<file path="src/mngq_pkg.sv">
// ----------------------------------------------------------------------------
// mngq_pkg
// Shared types and constants of the MIDI note grid quantiser.
// ----------------------------------------------------------------------------
package mngq_pkg;

    localparam int NOTE_SLOTS  = 16 * 128;
    localparam int SLOT_W      = $clog2(NOTE_SLOTS);
    localparam int QUEUE_DEPTH = 4;
    localparam int EPOCH_W     = 8;

    localparam logic [3:0] KIND_NOTE_OFF = 4'h8;
    localparam logic [3:0] KIND_NOTE_ON  = 4'h9;

    localparam logic [1:0] REG_LOOP_LENGTH  = 2'd0;
    localparam logic [1:0] REG_GRID_STEP    = 2'd1;
    localparam logic [1:0] REG_PHASE_OFFSET = 2'd2;

    // one classified event waiting for the back end
    typedef struct packed {
        logic              start;
        logic              is_on;
        logic              is_off;
        logic [SLOT_W-1:0] slot;
        logic [7:0]        status;
        logic [6:0]        note;
        logic [6:0]        vel;
        logic [31:0]       t;
    } mngq_item_t;

endpackage

</file>
<file path="src/mngq_front.sv">
// ----------------------------------------------------------------------------
// mngq_front
// Accepts input beats, classifies them and holds them in a two-entry queue.
// ----------------------------------------------------------------------------
module mngq_front (
    input  logic                   aclk,
    input  logic                   aresetn,
    input  logic                   s_tvalid,
    output logic                   s_tready,
    input  logic [55:0]            s_tdata,
    input  logic                   s_tuser,
    input  logic                   hold,
    input  logic                   pop,
    output logic                   item_valid,
    output mngq_pkg::mngq_item_t   item
);

    mngq_pkg::mngq_item_t fifo_reg [2];
    mngq_pkg::mngq_item_t in_item;
    logic       wr_ptr_reg, wr_ptr_next;
    logic       rd_ptr_reg, rd_ptr_next;
    logic [1:0] cnt_reg, cnt_next;
    logic       push;
    logic [3:0] kind;

    assign kind = s_tdata[7:4];

    always_comb begin
        in_item.start  = s_tuser;
        in_item.status = s_tdata[7:0];
        in_item.note   = s_tdata[14:8];
        in_item.vel    = s_tdata[21:15];
        in_item.t      = s_tdata[53:22];
        in_item.slot   = {s_tdata[3:0], s_tdata[14:8]};
        in_item.is_on  = (kind == mngq_pkg::KIND_NOTE_ON) && (s_tdata[21:15] != 7'd0);
        in_item.is_off = (kind == mngq_pkg::KIND_NOTE_OFF) ||
                         ((kind == mngq_pkg::KIND_NOTE_ON) && (s_tdata[21:15] == 7'd0));
    end

    assign s_tready   = (cnt_reg != 2'd2) && !hold;
    assign push       = s_tvalid && s_tready;
    assign item_valid = (cnt_reg != 2'd0);
    assign item       = fifo_reg[rd_ptr_reg];

    always_comb begin
        wr_ptr_next = wr_ptr_reg ^ push;
        rd_ptr_next = rd_ptr_reg ^ pop;
        cnt_next    = cnt_reg + {1'b0, push} - {1'b0, pop};
    end

    always_ff @(posedge aclk) begin
        if (!aresetn) begin
            wr_ptr_reg <= 1'b0;
            rd_ptr_reg <= 1'b0;
            cnt_reg    <= '0;
        end else begin
            wr_ptr_reg <= wr_ptr_next;
            rd_ptr_reg <= rd_ptr_next;
            cnt_reg    <= cnt_next;
        end
        if (push) begin
            fifo_reg[wr_ptr_reg] <= in_item;
        end
    end

endmodule

</file>
<file path="config.mk">
export PLATFORM = sky130hd
export DESIGN_NAME = mngq_front
export DESIGN_NICKNAME = d
export VERILOG_FILES = /design/src/mngq_pkg.sv /design/src/mngq_front.sv
export SDC_FILE = /design/constraint.sdc
export NUM_CORES = 1
export LEC_CHECK = 0
export ABC_AREA = 0
export BUFFER_PORTS_ARGS = -buffer_cell sky130_fd_sc_hd__buf_2
export CORE_UTILIZATION = 32
export CTS_CLUSTER_DIAMETER = 200
export DETAILED_ROUTE_END_ITERATION = 10
export SLEW_MARGIN = 20
export SYNTH_ARGS = -nofsm -noshare
export SYNTH_HDL_FRONTEND = slang
export SYNTH_SLANG_ARGS = --single-unit
</file>
<file path="constraint.sdc">
create_clock -name aclk -period 2.95 [get_ports aclk]
set_clock_uncertainty 0.05 [all_clocks]
set_input_delay 0.59 -clock aclk [delete_from_list [all_inputs] [get_ports aclk]]
set_output_delay 0.59 -clock aclk [all_outputs]
set_load 0.005 [all_outputs]
</file>
* Word-level counts from Yosys, hierarchy flattened
Memory sizes are Yosys's and may differ from the RTL's. A register that Yosys moved wholly into a read port is not among the register bits.
Cells that the tools add are included.
Widths: inputs -> output; s select.
** Word-level totals
- Flip-flop bits (word level) :: 4
- Memory bits (writable) :: 136
- Bits of input ports :: 62
- Output and inout port bits :: 70
- Word-level logic and storage cells :: 23
- Memories :: 1
** Cells by class
- $add $sub $neg :: 2
- Equal/unequal tests :: 3
- Muxes and demuxes :: 3
- Bitwise gates (word level) :: 2
- Reduce and logical (&&, ||, !) cells :: 9
** Memories
- fifo_reg :: words 2, width 68, rd ports 1, clocked after Yosys merged registers in 1, wr ports 1, line mngq_front.sv:18 : mngq_pkg::mngq_item_t fifo_reg [2];
** Operators by type and width (count)
- $eq 4x4->1 const B :: 2
- $logic_not 7->1 :: 1
- $reduce_bool 7->1 :: 1
- $logic_and 1x1->1 :: 4
- $mux 1 :: 3
- $add 2x1->2 :: 1
- $ne 2x2->1 const B :: 1
- $reduce_bool 2->1 :: 1
- $sub 2x1->2 :: 1
- $xor 1x1->1 :: 2
- $logic_not 1->1 :: 1
- $logic_or 1x1->1 :: 1

* Longest topological paths before layout
- Depth after elaboration :: 5
- Gate-level depth with buffers :: 9
- Gate-level depth less buffers :: 9

* Least setup slack after synthesis
OpenSTA, ideal clock, no wires.
- Path kind :: in2reg
- From :: in hold
- To :: mem fifo_reg[1][0] in the netlist's numbering, enable pin
- Setup time :: 421 ps
- Arrival time :: 2369 ps
- Data required time :: 2479 ps
- Setup slack :: 110 ps
- Stages :: 3
- Buffers on the path :: 0
- Cells stage by stage :: a21oi_1 > and2_1 > ha_1
** Between the ends
- Cells in the longest elaborated chain, start to end :: 5
** RTL lines
- from (decl) :: line mngq_front.sv:12 : input logic hold,
- $logic_not 1->1 :: line mngq_front.sv:40 : assign s_tready = (cnt_reg != 2'd2) && !hold;
- $logic_and 1x1->1 :: line mngq_front.sv:40
- $logic_and 1x1->1 :: line mngq_front.sv:41 : assign push = s_tvalid && s_tready;
- $mux 1 :: line mngq_front.sv:61 : if (push) begin
- $mux 1 (implied by the code) :: line mngq_front.sv:62 : fifo_reg[wr_ptr_reg] <= in_item;
- to (decl) :: line mngq_front.sv:18
Every way passes these cells.

==> results.toml <==
[run_status]
status = "completed"

[place]
dp.cells = 511
gp_congestion = 0.669
place.port_buffers = 129
hpwl_um = 5260

[final_layout]
area_growth_pct = 32.2
layout.cells.non_filler = 543
nets = 420
num_antenna_cells = 0
largest_reg_flops = 114
drive_gt1_share_pct = 61.9

[clock_tree]
cts_buffers = 17
tritoncts = "yes"
clk_pin_slew_ns = 0.05
cts_setup_buffers = 0
clock-sinks = 119
clk_latency_ns = 0.40
cts_max_level = 4
cts-root-buf = "clkbuf_16"
ctsResizeCount = 0
clockBufferDepth = 2
cts_hold_buffers = 0

[synthesis]
syn-num-nets = 283
synth-warning-count = 0
syn_inst = 217
ys_ff_latch = 119
synth_area_um2 = 4460
synth-seq-area-share_pct = 78.9
synthDistinctLibCells = 19
synth.avg_cell_area_um2 = 20.6

[hold_path]
whs_path_depth = 1
hold_class = "in2reg"

[floorplan]
ios = 132
die_x_um = 120
die-area_um2 = 14400
initial_core_util_pct = 33.3
rows = 42
die_h_um = 120
core_area_um2 = 13400

[timing]
fin_setup_tns_ns = 0
fin_crit_sh_pct = 77.0
post-route-min-period_ns = 2.27
final_max_slew_viol_count = 0
hold_viol_final = 0
tightest_slew_ns = 0.519
rsz0062_at_grt = "no"
max_slew_margin_pct = 65.4
hold_slack_ns = 0.318
finalSetupViolCount = 0
fmax_ghz = 0.440

[drt]
first_pass_iters = 4
wl_um = 7980
ant_nets = 0
drc = 0
drtIter0Drc = 113
routedWlPerCell_um = 14.7
route.vias.total = 2356
via_per_inst = 4.34

[grt]
grt_use_total_pct = 11.9
grt_overflow = 0
grt_pass1_wl_um = 12300
antenna_found_initial = 0
grt_max_degree = 39
grt_pass1_vias = 2455

[setup_path]
worstSetupPathType = "reg2out"
r2r_end = "fifo_reg[1][29]"
rr_worst_depth = 5
reg2reg_slack_ns = 1.06
reg2reg_from = "cnt_reg[0]"
end_kind = "output port"
required_ns = 2.31
crit_path_end = "item[40]"
cp_max_fo = 28
critPathLaunchType = "register"
cp_data_arrival_time_ns = 1.63

[power]
vdd_ir_drop_max_v = 0.000344
power.leakage_nw = 2.24
pwr_density_cell_nw_per_um2 = 778

[run]
max_cap_viol_count = 0
critical path, stage by stage (launching register included):
cell,delay (ns)
dfxtp_2,0.32
buf_4,0.34
mux2_2,0.41
buf_2,0.13
power breakdown:
part	switching (mW)	total (mW)	internal, mW	leakage [nW]
registers	0.0238	1.99	1.97	1.09
clock network	0.698	2.19	1.49	0.314
logic	0.200	0.411	0.211	0.836
total	0.922	4.59	3.67	2.24
layer usage:
layer	GRT usage, %	vias to the layer above	wire length (um)
li1	-	1106	-
met3	5.13	12	529
met1	12.9	1146	3310
met5	0	-	0
met2	19.5	92	4030
met4	6.33	0	113
synth_stat cells (all sizes together):
master	number	area, um^2
ha	4	50.1
dfxtp	5	100
buf	17	113
nor2	1	3.75
nor2b	2	12.5
mux2	57	642
or2	1	6.26
nand2	1	3.75
xor2	1	8.76
inv	3	11.3
a21oi	1	5.00
xnor2	2	17.5
or3b	1	8.76
o41ai	1	16.3
or4	1	11.3
and2	5	31.3
edfxtp	114	3420
through the flow:
| step | setup slack [ns] | utilization [%] | total power [mW] | instance area [um^2] |
|---|---|---|---|---|
| floorplan | 0.110 | - | 2.26 | 4460 |
| global placement | 0.781 | 39.3 | 2.44 | 5270 |
| detailed placement | 0.743 | 39.3 | 2.45 | 5270 |
| CTS | 0.620 | 44.1 | 4.66 | 5900 |
| global route | 0.579 | 44.1 | 4.77 | 5900 |
| finish | 0.680 | 44.1 | 4.59 | 5900 |
placed cells by master (no fill, tap or decap), types with 3 or more instances in the layout:
master,Yosys,layout
buf_4,11,6
buf_2,6,129
inv_1,3,3
mux2_2,54,54
clkbuf_16,0,17
mux2_1,3,3
bufinv_16,0,5
edfxtp_1,114,114
dfxtp_1,5,4
and2_1,5,5
clkinv_2,0,6
layout make-up:
| class | count | area, um^2 |
|---|---|---|
| Fill cell | 1216 | 7500 |
| Sequential cell | 119 | 3520 |
| Multi-Input combinational cell | 78 | 822 |
| Timing Repair Buffer | 135 | 691 |
| Clock buffer | 18 | 429 |
| Tap cell | 176 | 220 |
| Clock inverter | 14 | 205 |
| Inverter | 3 | 11.3 |
cell families (layout without fill, tap and decap cells):
family,after synthesis,after routing,share of synthesized area (%)
AOI/OAI and AO/OA,2,2,0.476
xor gates and xnor gates,3,3,0.589
adders and majority gates,4,4,1.12
buffers and inverters,20,170,2.77
DFF,119,119,78.9
muxes,57,57,14.4
and+or+nand+nor,12,12,1.74
how the worst min path moves through the flow:
stage                      from              end  slack [ns]
floorplan            wr_ptr_reg       wr_ptr_reg        0.48
global placement     rd_ptr_reg         register        0.51
detailed placement   rd_ptr_reg         register        0.52
CTS                 s_tdata[24]   fifo_reg[1][2]        0.30
global route        s_tdata[14]  fifo_reg[1][60]        0.30
finish              s_tdata[24]   fifo_reg[1][2]        0.32
(Power assumes the default switching activity.)
